===== src/design/rle_enc_pkg.sv =====
`timescale 1ns / 1ps
`default_nettype none
// ----------------------------------------------------------------------------
// Run-length encoder package
// Shared types, constants and a helper function of the run-length encoder.
// ----------------------------------------------------------------------------
package rle_enc_pkg;

   localparam int ByteWidth = 8;
   localparam int CountWidth = 4;
   localparam logic [CountWidth-1:0] RunLimit = 4'd9;
   localparam logic [CountWidth-1:0] MaxRunReset = 4'd9;
   localparam logic [ByteWidth-1:0] DigitZero = 8'h30;

   localparam int QueueDepth = 4;
   localparam int QueuePtrWidth = $clog2(QueueDepth);
   localparam int QueueCntWidth = $clog2(QueueDepth + 1);

   typedef struct packed {
      logic [ByteWidth-1:0]  run_byte;
      logic [CountWidth-1:0] run_count;
      logic                  last;
   } pair_type;

   typedef struct packed {
      logic     valid_a;
      logic     valid_b;
      pair_type pair_a;
      pair_type pair_b;
   } push_type;

   function automatic logic [CountWidth-1:0] eff_max(input logic [CountWidth-1:0] m);
      logic [CountWidth-1:0] r;
      if (m == '0) begin
         r = {{(CountWidth-1){1'b0}}, 1'b1};
      end else if (m > RunLimit) begin
         r = RunLimit;
      end else begin
         r = m;
      end
      return r;
   endfunction

endpackage
`default_nettype wire


===== src/design/rle_enc_ifs.sv =====
`timescale 1ns / 1ps
`default_nettype none
// ----------------------------------------------------------------------------
// Run-length encoder channel interfaces
// Valid/ready channels for requests, results and the configuration write.
// ----------------------------------------------------------------------------
interface rle_enc_req_if;
   logic       valid;
   logic       ready;
   logic [7:0] in_byte;
   logic       in_last;
   modport source (output valid, output in_byte, output in_last, input ready);
   modport sink (input valid, input in_byte, input in_last, output ready);
endinterface

interface rle_enc_rsp_if;
   logic       valid;
   logic       ready;
   logic [7:0] out_byte;
   logic       out_last;
   modport source (output valid, output out_byte, output out_last, input ready);
   modport sink (input valid, input out_byte, input out_last, output ready);
endinterface

interface rle_enc_csr_if;
   logic       valid;
   logic       ready;
   logic [3:0] max_run;
   modport source (output valid, output max_run, input ready);
   modport sink (input valid, input max_run, output ready);
endinterface
`default_nettype wire


===== src/design/rle_enc_tracker.sv =====
`timescale 1ns / 1ps
`default_nettype none
// ----------------------------------------------------------------------------
// Run-length encoder run tracker
// Registers each request, extends or closes the open run and pushes the
// closed and flushed runs to the pair queue.
// ----------------------------------------------------------------------------
module rle_enc_tracker (
   input  wire logic                                clock,
   input  wire logic                                reset,
   rle_enc_req_if.sink                              req,
   input  wire logic [rle_enc_pkg::CountWidth-1:0]  max_run,
   input  wire logic                                space_ok,
   output      rle_enc_pkg::push_type               push
);
   import rle_enc_pkg::*;

   logic                  in_valid_ff, in_valid_in;
   logic [ByteWidth-1:0]  in_byte_ff;
   logic                  in_last_ff;
   logic [ByteWidth-1:0]  run_byte_ff, run_byte_in;
   logic [CountWidth-1:0] run_count_ff, run_count_in;
   logic                  run_open_ff, run_open_in;
   logic                  advance;
   logic                  req_take;

   assign advance  = in_valid_ff && space_ok;
   assign req.ready = !in_valid_ff || advance;
   assign req_take = req.valid && req.ready;

   always_comb begin
      logic [ByteWidth-1:0]  nb;
      logic [CountWidth-1:0] nc;
      logic                  close;
      nb    = run_byte_ff;
      nc    = run_count_ff;
      close = 1'b0;
      if (!run_open_ff) begin
         nb = in_byte_ff;
         nc = {{(CountWidth-1){1'b0}}, 1'b1};
      end else if (in_byte_ff == run_byte_ff && run_count_ff < eff_max(max_run)) begin
         nc = run_count_ff + 1'b1;
      end else begin
         close = 1'b1;
         nb    = in_byte_ff;
         nc    = {{(CountWidth-1){1'b0}}, 1'b1};
      end

      push = '0;
      if (close) begin
         push.valid_a = advance;
         push.pair_a  = '{run_byte: run_byte_ff, run_count: run_count_ff, last: 1'b0};
         push.valid_b = advance && in_last_ff;
         push.pair_b  = '{run_byte: nb, run_count: nc, last: 1'b1};
      end else begin
         push.valid_a = advance && in_last_ff;
         push.pair_a  = '{run_byte: nb, run_count: nc, last: 1'b1};
      end

      run_byte_in  = run_byte_ff;
      run_count_in = run_count_ff;
      run_open_in  = run_open_ff;
      if (advance) begin
         if (in_last_ff) begin
            run_byte_in  = '0;
            run_count_in = '0;
            run_open_in  = 1'b0;
         end else begin
            run_byte_in  = nb;
            run_count_in = nc;
            run_open_in  = 1'b1;
         end
      end

      if (req_take) begin
         in_valid_in = 1'b1;
      end else if (advance) begin
         in_valid_in = 1'b0;
      end else begin
         in_valid_in = in_valid_ff;
      end
   end

   always_ff @(posedge clock) begin
      if (reset) begin
         in_valid_ff  <= 1'b0;
         run_byte_ff  <= '0;
         run_count_ff <= '0;
         run_open_ff  <= 1'b0;
      end else begin
         in_valid_ff  <= in_valid_in;
         run_byte_ff  <= run_byte_in;
         run_count_ff <= run_count_in;
         run_open_ff  <= run_open_in;
      end
   end

   always_ff @(posedge clock) begin
      if (req_take) begin
         in_byte_ff <= req.in_byte;
         in_last_ff <= req.in_last;
      end
   end

   // An open run always holds a count of one up to the run limit.
   a_open_count: assert property (@(posedge clock) disable iff (reset)
      run_open_ff |-> (run_count_ff != '0 && run_count_ff <= RunLimit))
      else $error("open run count out of range");

   // A final request leaves no open run behind.
   a_last_closes: assert property (@(posedge clock) disable iff (reset)
      (advance && in_last_ff) |=> (!run_open_ff && run_count_ff == '0))
      else $error("run still open after final request");

endmodule
`default_nettype wire


===== src/design/rle_enc_pair_queue.sv =====
`timescale 1ns / 1ps
`default_nettype none
// ----------------------------------------------------------------------------
// Run-length encoder pair queue
// Holds closed runs and sends each as the run byte followed by its digit.
// ----------------------------------------------------------------------------
module rle_enc_pair_queue (
   input  wire logic                  clock,
   input  wire logic                  reset,
   input  wire rle_enc_pkg::push_type push,
   output logic                       space_ok,
   rle_enc_rsp_if.source              rsp
);
   import rle_enc_pkg::*;

   pair_type                 entry_ff [QueueDepth];
   logic [QueuePtrWidth-1:0] wr_ptr_ff, wr_ptr_in;
   logic [QueuePtrWidth-1:0] rd_ptr_ff, rd_ptr_in;
   logic [QueueCntWidth-1:0] count_ff, count_in;
   logic                     phase_ff, phase_in;
   logic                     rsp_take;
   logic                     pop;
   logic [QueuePtrWidth-1:0] wr_ptr_b;
   pair_type                 head;

   assign space_ok = count_ff <= QueueCntWidth'(QueueDepth - 2);
   assign head     = entry_ff[rd_ptr_ff];
   assign wr_ptr_b = wr_ptr_ff + 1'b1;

   assign rsp.valid    = count_ff != '0;
   assign rsp.out_byte = phase_ff ? DigitZero + ByteWidth'(head.run_count) : head.run_byte;
   assign rsp.out_last = phase_ff && head.last;

   assign rsp_take = rsp.valid && rsp.ready;
   assign pop      = rsp_take && phase_ff;

   always_comb begin
      logic [QueueCntWidth-1:0] npush;
      npush     = QueueCntWidth'(push.valid_a) + QueueCntWidth'(push.valid_b);
      count_in  = count_ff + npush - QueueCntWidth'(pop);
      wr_ptr_in = wr_ptr_ff + QueuePtrWidth'(npush);
      rd_ptr_in = pop ? rd_ptr_ff + 1'b1 : rd_ptr_ff;
      phase_in  = rsp_take ? !phase_ff : phase_ff;
   end

   always_ff @(posedge clock) begin
      if (reset) begin
         wr_ptr_ff <= '0;
         rd_ptr_ff <= '0;
         count_ff  <= '0;
         phase_ff  <= 1'b0;
      end else begin
         wr_ptr_ff <= wr_ptr_in;
         rd_ptr_ff <= rd_ptr_in;
         count_ff  <= count_in;
         phase_ff  <= phase_in;
      end
   end

   always_ff @(posedge clock) begin
      if (push.valid_a) begin
         entry_ff[wr_ptr_ff] <= push.pair_a;
      end
      if (push.valid_b) begin
         entry_ff[wr_ptr_b] <= push.pair_b;
      end
   end

   // Pushes arrive only when two free entries are available.
   a_push_space: assert property (@(posedge clock) disable iff (reset)
      (push.valid_a || push.valid_b) |-> space_ok)
      else $error("pair pushed into a full queue");

   // A second pair is never pushed without a first one.
   a_push_order: assert property (@(posedge clock) disable iff (reset)
      push.valid_b |-> push.valid_a)
      else $error("second pair pushed alone");

   // A run byte that is taken is followed by its digit from the same entry.
   a_digit_follows: assert property (@(posedge clock) disable iff (reset)
      (rsp_take && !phase_ff) |=> (phase_ff && rsp.valid && $stable(rd_ptr_ff)))
      else $error("digit does not follow its run byte");

endmodule
`default_nettype wire


===== src/design/rle_digit_encoder_unit.sv =====
`timescale 1ns / 1ps
`default_nettype none
// ----------------------------------------------------------------------------
// Run-length digit encoder
// Encodes a byte stream as run byte and ASCII count digit pairs.
// ----------------------------------------------------------------------------
// The run byte of a closed run passes the input register and the pair queue before
// it is offered, and its digit follows in the cycle after the run byte is taken.
// The unit takes one request per cycle while runs stay open and the pair queue has
// space; each closed run is sent as two results, so the result port sets the rate.
// Reset clears the run state and the pair queue and sets max_run to nine.
module rle_digit_encoder_unit (
   input wire logic      clock,
   input wire logic      reset,
   rle_enc_req_if.sink   req_chan,
   rle_enc_rsp_if.source rsp_chan,
   rle_enc_csr_if.sink   csr_chan
);
   import rle_enc_pkg::*;

   logic [CountWidth-1:0] max_run_ff;
   push_type              push;
   logic                  space_ok;

   assign csr_chan.ready = 1'b1;

   always_ff @(posedge clock) begin
      if (reset) begin
         max_run_ff <= MaxRunReset;
      end else if (csr_chan.valid && csr_chan.ready) begin
         max_run_ff <= csr_chan.max_run;
      end
   end

   rle_enc_tracker u_tracker (
      .clock    (clock),
      .reset    (reset),
      .req      (req_chan),
      .max_run  (max_run_ff),
      .space_ok (space_ok),
      .push     (push)
   );

   rle_enc_pair_queue u_queue (
      .clock    (clock),
      .reset    (reset),
      .push     (push),
      .space_ok (space_ok),
      .rsp      (rsp_chan)
   );

endmodule
`default_nettype wire

===== src/flat_wrapper.sv =====
// flat-port wrapper written by rule: the top's interface ports become plain ports
module rle_digit_encoder_unit_flat import rle_enc_pkg::*;
  (clock, reset, req_chan_valid, req_chan_in_byte, req_chan_in_last, req_chan_ready, rsp_chan_valid, rsp_chan_out_byte, rsp_chan_out_last, rsp_chan_ready, csr_chan_valid, csr_chan_max_run, csr_chan_ready);
  rle_enc_req_if req_chan_i ();
  rle_enc_rsp_if rsp_chan_i ();
  rle_enc_csr_if csr_chan_i ();
  input wire logic clock;
  input wire logic reset;
  input wire logic [$bits(req_chan_i.valid)-1:0] req_chan_valid;
  input wire logic [$bits(req_chan_i.in_byte)-1:0] req_chan_in_byte;
  input wire logic [$bits(req_chan_i.in_last)-1:0] req_chan_in_last;
  output wire logic [$bits(req_chan_i.ready)-1:0] req_chan_ready;
  output wire logic [$bits(rsp_chan_i.valid)-1:0] rsp_chan_valid;
  output wire logic [$bits(rsp_chan_i.out_byte)-1:0] rsp_chan_out_byte;
  output wire logic [$bits(rsp_chan_i.out_last)-1:0] rsp_chan_out_last;
  input wire logic [$bits(rsp_chan_i.ready)-1:0] rsp_chan_ready;
  input wire logic [$bits(csr_chan_i.valid)-1:0] csr_chan_valid;
  input wire logic [$bits(csr_chan_i.max_run)-1:0] csr_chan_max_run;
  output wire logic [$bits(csr_chan_i.ready)-1:0] csr_chan_ready;
  assign req_chan_i.valid = req_chan_valid;
  assign req_chan_i.in_byte = req_chan_in_byte;
  assign req_chan_i.in_last = req_chan_in_last;
  assign req_chan_ready = req_chan_i.ready;
  assign rsp_chan_valid = rsp_chan_i.valid;
  assign rsp_chan_out_byte = rsp_chan_i.out_byte;
  assign rsp_chan_out_last = rsp_chan_i.out_last;
  assign rsp_chan_i.ready = rsp_chan_ready;
  assign csr_chan_i.valid = csr_chan_valid;
  assign csr_chan_i.max_run = csr_chan_max_run;
  assign csr_chan_ready = csr_chan_i.ready;
  rle_digit_encoder_unit u_core (.clock(clock), .reset(reset), .req_chan(req_chan_i), .rsp_chan(rsp_chan_i), .csr_chan(csr_chan_i));
endmodule

===== config.mk =====
export PLATFORM = sky130hd
export DESIGN_NAME = rle_digit_encoder_unit_flat
export DESIGN_NICKNAME = d
export VERILOG_FILES = /design/src/design/rle_enc_pkg.sv /design/src/design/rle_enc_ifs.sv /design/src/design/rle_enc_tracker.sv /design/src/design/rle_enc_pair_queue.sv /design/src/design/rle_digit_encoder_unit.sv /design/src/flat_wrapper.sv
export SDC_FILE = /design/constraint.sdc
export NUM_CORES = 1
export LEC_CHECK = 0
export ABC_AREA = 1
export BUFFER_PORTS_ARGS = -buffer_cell sky130_fd_sc_hd__buf_2
export CAP_MARGIN = 20
export CORE_MARGIN = 1
export CORE_UTILIZATION = 50
export CTS_BUF_LIST = sky130_fd_sc_hd__clkbuf_16
export DETAILED_ROUTE_END_ITERATION = 7
export HOLD_SLACK_MARGIN = 0.1
export PLACE_DENSITY = 0.68
export SYNTH_ARGS = -nofsm -noshare
export SYNTH_HDL_FRONTEND = slang
export SYNTH_SLANG_ARGS = --single-unit

===== constraint.sdc =====
create_clock -name clock -period 7.15 [get_ports clock]
set_input_delay 0 -clock clock [delete_from_list [all_inputs] [get_ports clock]]
set_output_delay 0 -clock clock [all_outputs]
set_load 0.005 [all_outputs]

Yosys cells after proc, flatten, opt, wreduce, memory -nomap -nowiden:

Memory sizes are Yosys's and may differ from the RTL's. A register that Yosys moved wholly into a read port is not among the register bits.
Index checks and enable logic that the tools add are counted.

* output and inout bits: 12
* word-level logic and storage cells: 62
* register bits: 35
* memories kept: 1
* bits in writable memories: 52
* input bits: 18

Memory list
* u_core.u_queue.entry_ff: depth 4, width 13, read ports 1, clocked after memory_dff 1, write ports 2, RTL line rle_enc_pair_queue.sv:16 `pair_type entry_ff [QueueDepth];`

* reductions and logical operators: 13
* multiplexer cells: 25
* equality and inequality tests: 1
* $add $sub $neg: 8
* magnitude comparators: 3

Operator list (number)
* $mux 8: 4
* $mux 13: 2
* $mux 4: 6
* $mux 1: 11
* $eq 8x8->1: 1
* $add 6x4->7 const A: 1
* $logic_and 1x1->1: 7
* $add 2x1->2 const B: 2
* $add 4x1->4 const B: 1
* $gt 4x4->1 const B: 1
* $logic_not 4->1: 1
* $lt 4x4->1: 1
* $mux 2: 2
* $add 3x2->3: 1
* $le 3x2->1 const B: 1
* $reduce_bool 3->1: 1
* $sub 3x1->3: 1
* $add 1x1->2: 1
* $add 2x2->2: 1
* $logic_not 1->1: 2
* $reduce_bool 2->1: 1
* $logic_or 1x1->1: 1

Depth between registers and ports, before layout:

* word-level depth: 12
* depth in mapped cells: 18
* mapped depth without buffers: 18

Cells and area by module:

Synthesis repeated with hierarchy kept, for this count alone.

* cells, all modules: 577
* area total of the unflattened synthesis: 4863.4 um^2

Modules (own cells, without submodules)
* rle_enc_pair_queue: times used 1, cells an instance 364, area each 3349.5 um^2, seq. area each 1761.7 um^2
* rle_enc_tracker: times used 1, cells an instance 189, area each 1352.5 um^2, seq. area each 550.5 um^2
* rle_digit_encoder_unit: times used 1, cells an instance 24, area each 161.4 um^2, seq. area each 80.1 um^2

Worst setup path before layout:

No wires, ideal clock.

* path kind: register to register
* start point: reg u_core.max_run_ff[3]
* end point: reg u_core.u_queue.count_ff[2]
* clock period less this slack: 2.530 ns
* library setup time: 0.120 ns
* path buffers: 0
* path slack: 4.620 ns
* cell stages (with the launch flop): 16
* arrival: 2.410 ns
* data required time: 7.030 ns
* path through: dfxtp_1 -> inv_2 -> ha_1 -> nand2_1 -> nand2_1 -> nor2_1 -> nand3_1 -> nor2_4 -> nand2_4 -> nand2_4 -> nor3_1 -> ha_1 -> ha_1 -> fa_1 -> o21ai_0 -> a21oi_1

* word-level cells in the longest chain between the ends: 12
* elaborated cells on any way between the ends: 14
* those cells by class: add/sub (3); order compare (2); mux (7); reduce/logical (2)

Ends and longest elaborated chain
* start, declared: RTL line rle_digit_encoder_unit.sv:21 `logic [CountWidth-1:0] max_run_ff;`
* start signal, assigned: RTL line rle_digit_encoder_unit.sv:29 `max_run_ff <= MaxRunReset;`
* start signal, assigned: RTL line rle_digit_encoder_unit.sv:31 `max_run_ff <= csr_chan.max_run;`
* $gt 4x4->1: RTL line rle_enc_pkg.sv:36 `end else if (m > RunLimit) begin`
* $mux 4: RTL line rle_enc_pkg.sv:36
* $mux 4 (*): RTL line rle_enc_pkg.sv:34 `if (m == '0) begin`
* $mux 4 (*): RTL line rle_enc_tracker.sv:38 `if (!run_open_ff) begin`
* $lt 4x4->1 (*): RTL line rle_enc_tracker.sv:41 `end else if (in_byte_ff == run_byte_ff && run_count_ff < eff_max(max_run)) begin`
* $logic_and 1x1->1 (*): RTL line rle_enc_tracker.sv:41
* $mux 1 (*): RTL line rle_enc_tracker.sv:41
* $mux 1 (*): RTL line rle_enc_tracker.sv:38
* $mux 1: RTL line rle_enc_tracker.sv:50 `if (close) begin`
* $add 1x1->2 (*): RTL line rle_enc_pair_queue.sv:39 `npush = QueueCntWidth'(push.valid_a) + QueueCntWidth'(push.valid_b);`
* $add 3x2->3 (*): RTL line rle_enc_pair_queue.sv:40 `count_in = count_ff + npush - QueueCntWidth'(pop);`
* $sub 3x1->3 (*): RTL line rle_enc_pair_queue.sv:40
* end signal, assigned: RTL line rle_enc_pair_queue.sv:55 `count_ff <= count_in;`
* end, declared: RTL line rle_enc_pair_queue.sv:19 `logic [QueueCntWidth-1:0] count_ff, count_in;`

Mark *: on every way between the ends. The rest lies on a longest branch, timed or not. The select of a mux whose other input is x is not followed.
A chain may end at the register's enable or synchronous reset.

==> results.md <==
Layout:
- The final layout contains 586 nets.
- Counting the fill cells in the layout gives 783.
- The repair_antennas step left the layout with diodes totalling 0.
- The footprint of the multi-input gates is 1690 um^2.
- The growth of design area from synthesis to finish is 14.66%.
- In the final layout, the share of cells above drive strength 1 is 0.1172.
- The final cell utilization of the core is 0.5887.
- The area taken by flip-flops and latches is 2392 um^2.

Placement:
- At the end of routability-driven placement, the weighted congestion stood at 0.8321.
- The number of buffers added on ports is 28.
- The post-placement setup slack is 4.349 ns.
- Detailed placement ended at an HPWL of 6407 um.

Logic synthesis:
- Of all flip-flops after synthesis, the portion carrying an async set or reset was 0.
- edfxtp_1 takes more of the synthesized area than any other cell.
- By count the netlist is led by nand2_1, nor2_1, edfxtp_1.
- In the post-synthesis netlist, the biggest area contributors are edfxtp_1, dfxtp_1, nand2_1.
- The synthesized instance count is 516.
- The most instantiated flip-flop cell in the synthesis netlist is edfxtp_1.
- Counting distinct cell types in the post-synthesis netlist gives 33.
- The number of flip-flops and latches in the synthesized netlist is 89.
- The synthesized area per cell is 8.635 um^2.
- The number of flops mapped to enable cells by yosys is 61.
- The register area share after synthesis is 0.5369.
- The netlist area before placement is 4456 um^2.
- Synthesis produced a netlist with a net count of 544.
- The Yosys step of the flow raised 0 warnings.
- In the post-synthesis netlist, the cell with the most instances is nand2_1.
- The proportion of netlist area held by the largest area contributor is 0.4111.

CTS:
- Post-CTS timing repair inserted 0 buffers for setup.
- CTS built an H-tree with a depth of 3.
- The sink count of the clock tree is 89.
- The clock-pin slew on the worst setup and hold paths is 0.06 ns.
- The cell sitting at the root of the clock tree is a clkbuf_16.
- TritonCTS built the clock tree.
- Counting the buffers created by CTS gives 9.
- After clock tree synthesis, the repair step resized 0 gates.
- The insertion delay of the later-clocked pin in the worst-skew pair is 0.34 ns.
- The maximum root-to-sink buffer count is 2.

Detailed routing:
- The pre-antenna-repair detailed-routing pass consisted of 5 iterations.
- For this block, the initial DRC count from the detailed router was 163.
- The DRC violation count after routing is 0.
- The wire length reported by the detailed router is 9672 um.
- In the final routed layout, each cell accounts on average for 14.41 um.
- The routed via count divided by cell count is 5.209.
- The routed layout has 3495 vias.
- In this run the remaining antenna-violating nets after routing total 0.

STA:
- On the final layout, the worst clock skew is 0.005885 ns.
- At the pin with the least slew margin, the transition time is 0.9280 ns.
- The final hold violation count is 0.
- Timing would allow up to 359.0 MHz.
- The final critical path time including I/O delays and setup is 2.785 ns.
- The setup TNS is 0 ns.
- The post-route worst hold slack is 0.3665 ns.
- Setup repair after global routing left no endpoint under its margin.
- The final max-slew violation count was 0.
- Headroom to the max-slew limit came out at 0.3813.
- The smallest setup slack after layout is 4.365 ns.
- The portion of the clock cycle consumed by the worst path in the final layout is 0.3896.
- The count of final setup violators is 0.

Global route:
- Entering global routing, the biggest net connects 28 pins.
- The first-pass GRT wire length is 15500 um.
- The number of global-route vias before repair is 3288.
- The total overflow left after global routing is 0.
- The number of antenna violations at the first check in global routing is 0.
- The total routing usage reported by global routing is 0.2267.

Worst setup path:
- The largest individual stage delay along the critical path comes from the cell nand2_1.
- For the worst setup path, the data required time is 7.12 ns.
- The worst setup path is launched from a register.
- The cell type with the highest occurrence count on the critical path is nand2_1.
- STA classifies the critical path endpoint as a register.
- Data on the critical path arrives at its endpoint at 2.76 ns.
- The cell class contributing the biggest share of worst-path delay is simple AND/OR/NAND/NOR gates.
- For this run, the slowest stage of the critical path takes 0.78 ns.
- The maximum fanout along the worst path is 22.
- The number of buffers and inverters on the critical path is 1.
- Walking the worst path, the cells encountered are inv_2 > ha_1 > nand2_1 > nand2_1 > nor2_1 > nand3_1 > nor2_4 > nand2_4 > nand4_2 > nand2_1.
- The critical path is of the reg2reg type.

Flow run:
- Across the run, the number of max-cap violations was 0.

Power:
- The analysis attributes to cell leakage a power of 2.226 nW.
- The design draws 1.200 mW.
- The worst IR drop on VDD is 142.0 uV.
- The power density over the cells is 235.0 nW/um^2.

Run status:
- The run finished with clean final reports.

Die:
- Measured along the x axis, the die boundary spans 96.40 um.
- The starting utilization of the core area is 0.5134.
- The vertical die dimension is 96.40 um.
- The die area is 9293 um^2.
- The core area is 8678 um^2.
- The cell row count is 34.
- The number of ports placed on the die boundary is 30.

Worst hold path:
- The class of the most critical hold timing path is in2reg.
power by group:
part	internal [mW]	switching (mW)
Sequential	0.579	0.0193
Clock	0.236	0.200
Combinational	0.0640	0.102
Total	0.879	0.322
final timing paths:
kind / slack (ns) / depth (start not counted) / endpoint / start
hold / removal: 0.37 / 2 / u_core.u_tracker.in_byte_ff[4] / req_chan_in_byte[4]
setup reg to reg: 4.36 / 10 / u_core.u_queue.entry_ff[1][9] / u_core.max_run_ff[3]
hold reg to reg: 0.44 / 1 / register / u_core.u_queue.rd_ptr_ff[1]
setup / recovery: 4.36 / 10 / u_core.u_queue.entry_ff[1][9] / u_core.max_run_ff[3]
worst register-to-register path, cell delays in order, from the launching register on:
cell	delay (ns)
dfxtp_1	0.34
inv_2	0.06
ha_1	0.28
nand2_1	0.05
nand2_1	0.07
nor2_1	0.05
nand3_1	0.11
nor2_4	0.07
nand2_4	0.12
nand4_2	0.48
nand2_1	0.78
cell families after synthesis:
family                     after synthesis  share of synthesized area
AOI/OAI and AO/OA                      112                     0.1340
xor gates and xnor gates                 5                   0.009828
buffers and inverters                   82                    0.08368
other                                    1                  0.0008417
DFF                                     89                     0.5369
adders and majority gates               10                    0.02977
and+or+nand+nor                        217                     0.2050
registers in the layout, indices dropped and copies added, names as in the netlist, named ones only:
register	count
u_core.u_queue.entry_ff	52
u_core.u_queue.phase_ff	1
u_core.u_queue.rd_ptr_ff	2
u_core.u_tracker.run_open_ff	1
u_core.u_queue.wr_ptr_ff	2
u_core.u_tracker.in_last_ff	1
u_core.max_run_ff	4
u_core.u_tracker.in_valid_ff	1
u_core.u_tracker.run_byte_ff	8
u_core.u_tracker.run_count_ff	4
u_core.u_tracker.in_byte_ff	8
u_core.u_queue.count_ff	3
final cells by class:
class                   count  share of cell area
clock inverters             7            0.009062
clock buffers               9             0.04409
flip-flops and latches     89              0.4683
well taps                 108             0.02645
repair buffers             54             0.07788
multi-input cells         345              0.3309
inverters                  59             0.04335
timing repair:
item	in CTS	in global routing
setup endpoints to repair	0	0
hold buffers	25	0
hold endpoints to repair	30	0
per-stage QoR:
stage | area, um^2 | cells
detailed placement | 4587 | 630
global placement | 4587 | 630
finish | 5109 | 671
floorplan | 4456 | 516
global route | 5109 | 671
CTS | 5109 | 671
cells in the final DEF (no fill, tap or decap):
cell and instances:
o22ai_1 4, nand2_1 117, nor2_1 72, nand3_2 1
edfxtp_1 61, a31oi_1 4, o21ai_0 58, nand3_1 12
clkinv_2 1, nand4_1 4, ha_1 9, nor2_2 1
dfxtp_1 28, fa_1 1, inv_2 8, clkinv_4 1
o21ai_1 16, nor2_4 1, o221ai_1 2, o21ai_2 5
nor3_1 1, clkbuf_16 9, nand2_2 1, nand4_2 4
nand2_4 2, inv_6 2, a21oi_1 23, nand3b_1 1
conb_1 1, buf_2 28, clkinv_1 1, xor2_1 4
inv_1 52, xnor2_1 1, dlygate4sd3_1 25, clkinvlp_4 1
buf_4 1
routing by layer:
| metal | part of all wire | GRT usage | vias to the layer above |
|---|---|---|---|
| li1 | - | - | 1789 |
| met1 | 0.46 | 0.2823 | 1599 |
| met2 | 0.50 | 0.3960 | 99 |
| met3 | 0.038 | 0.03834 | 8 |
| met4 | 0.0096 | 0.08333 | 0 |
| met5 | 0 | 0 | - |
Power figures use the tool's default switching activity.
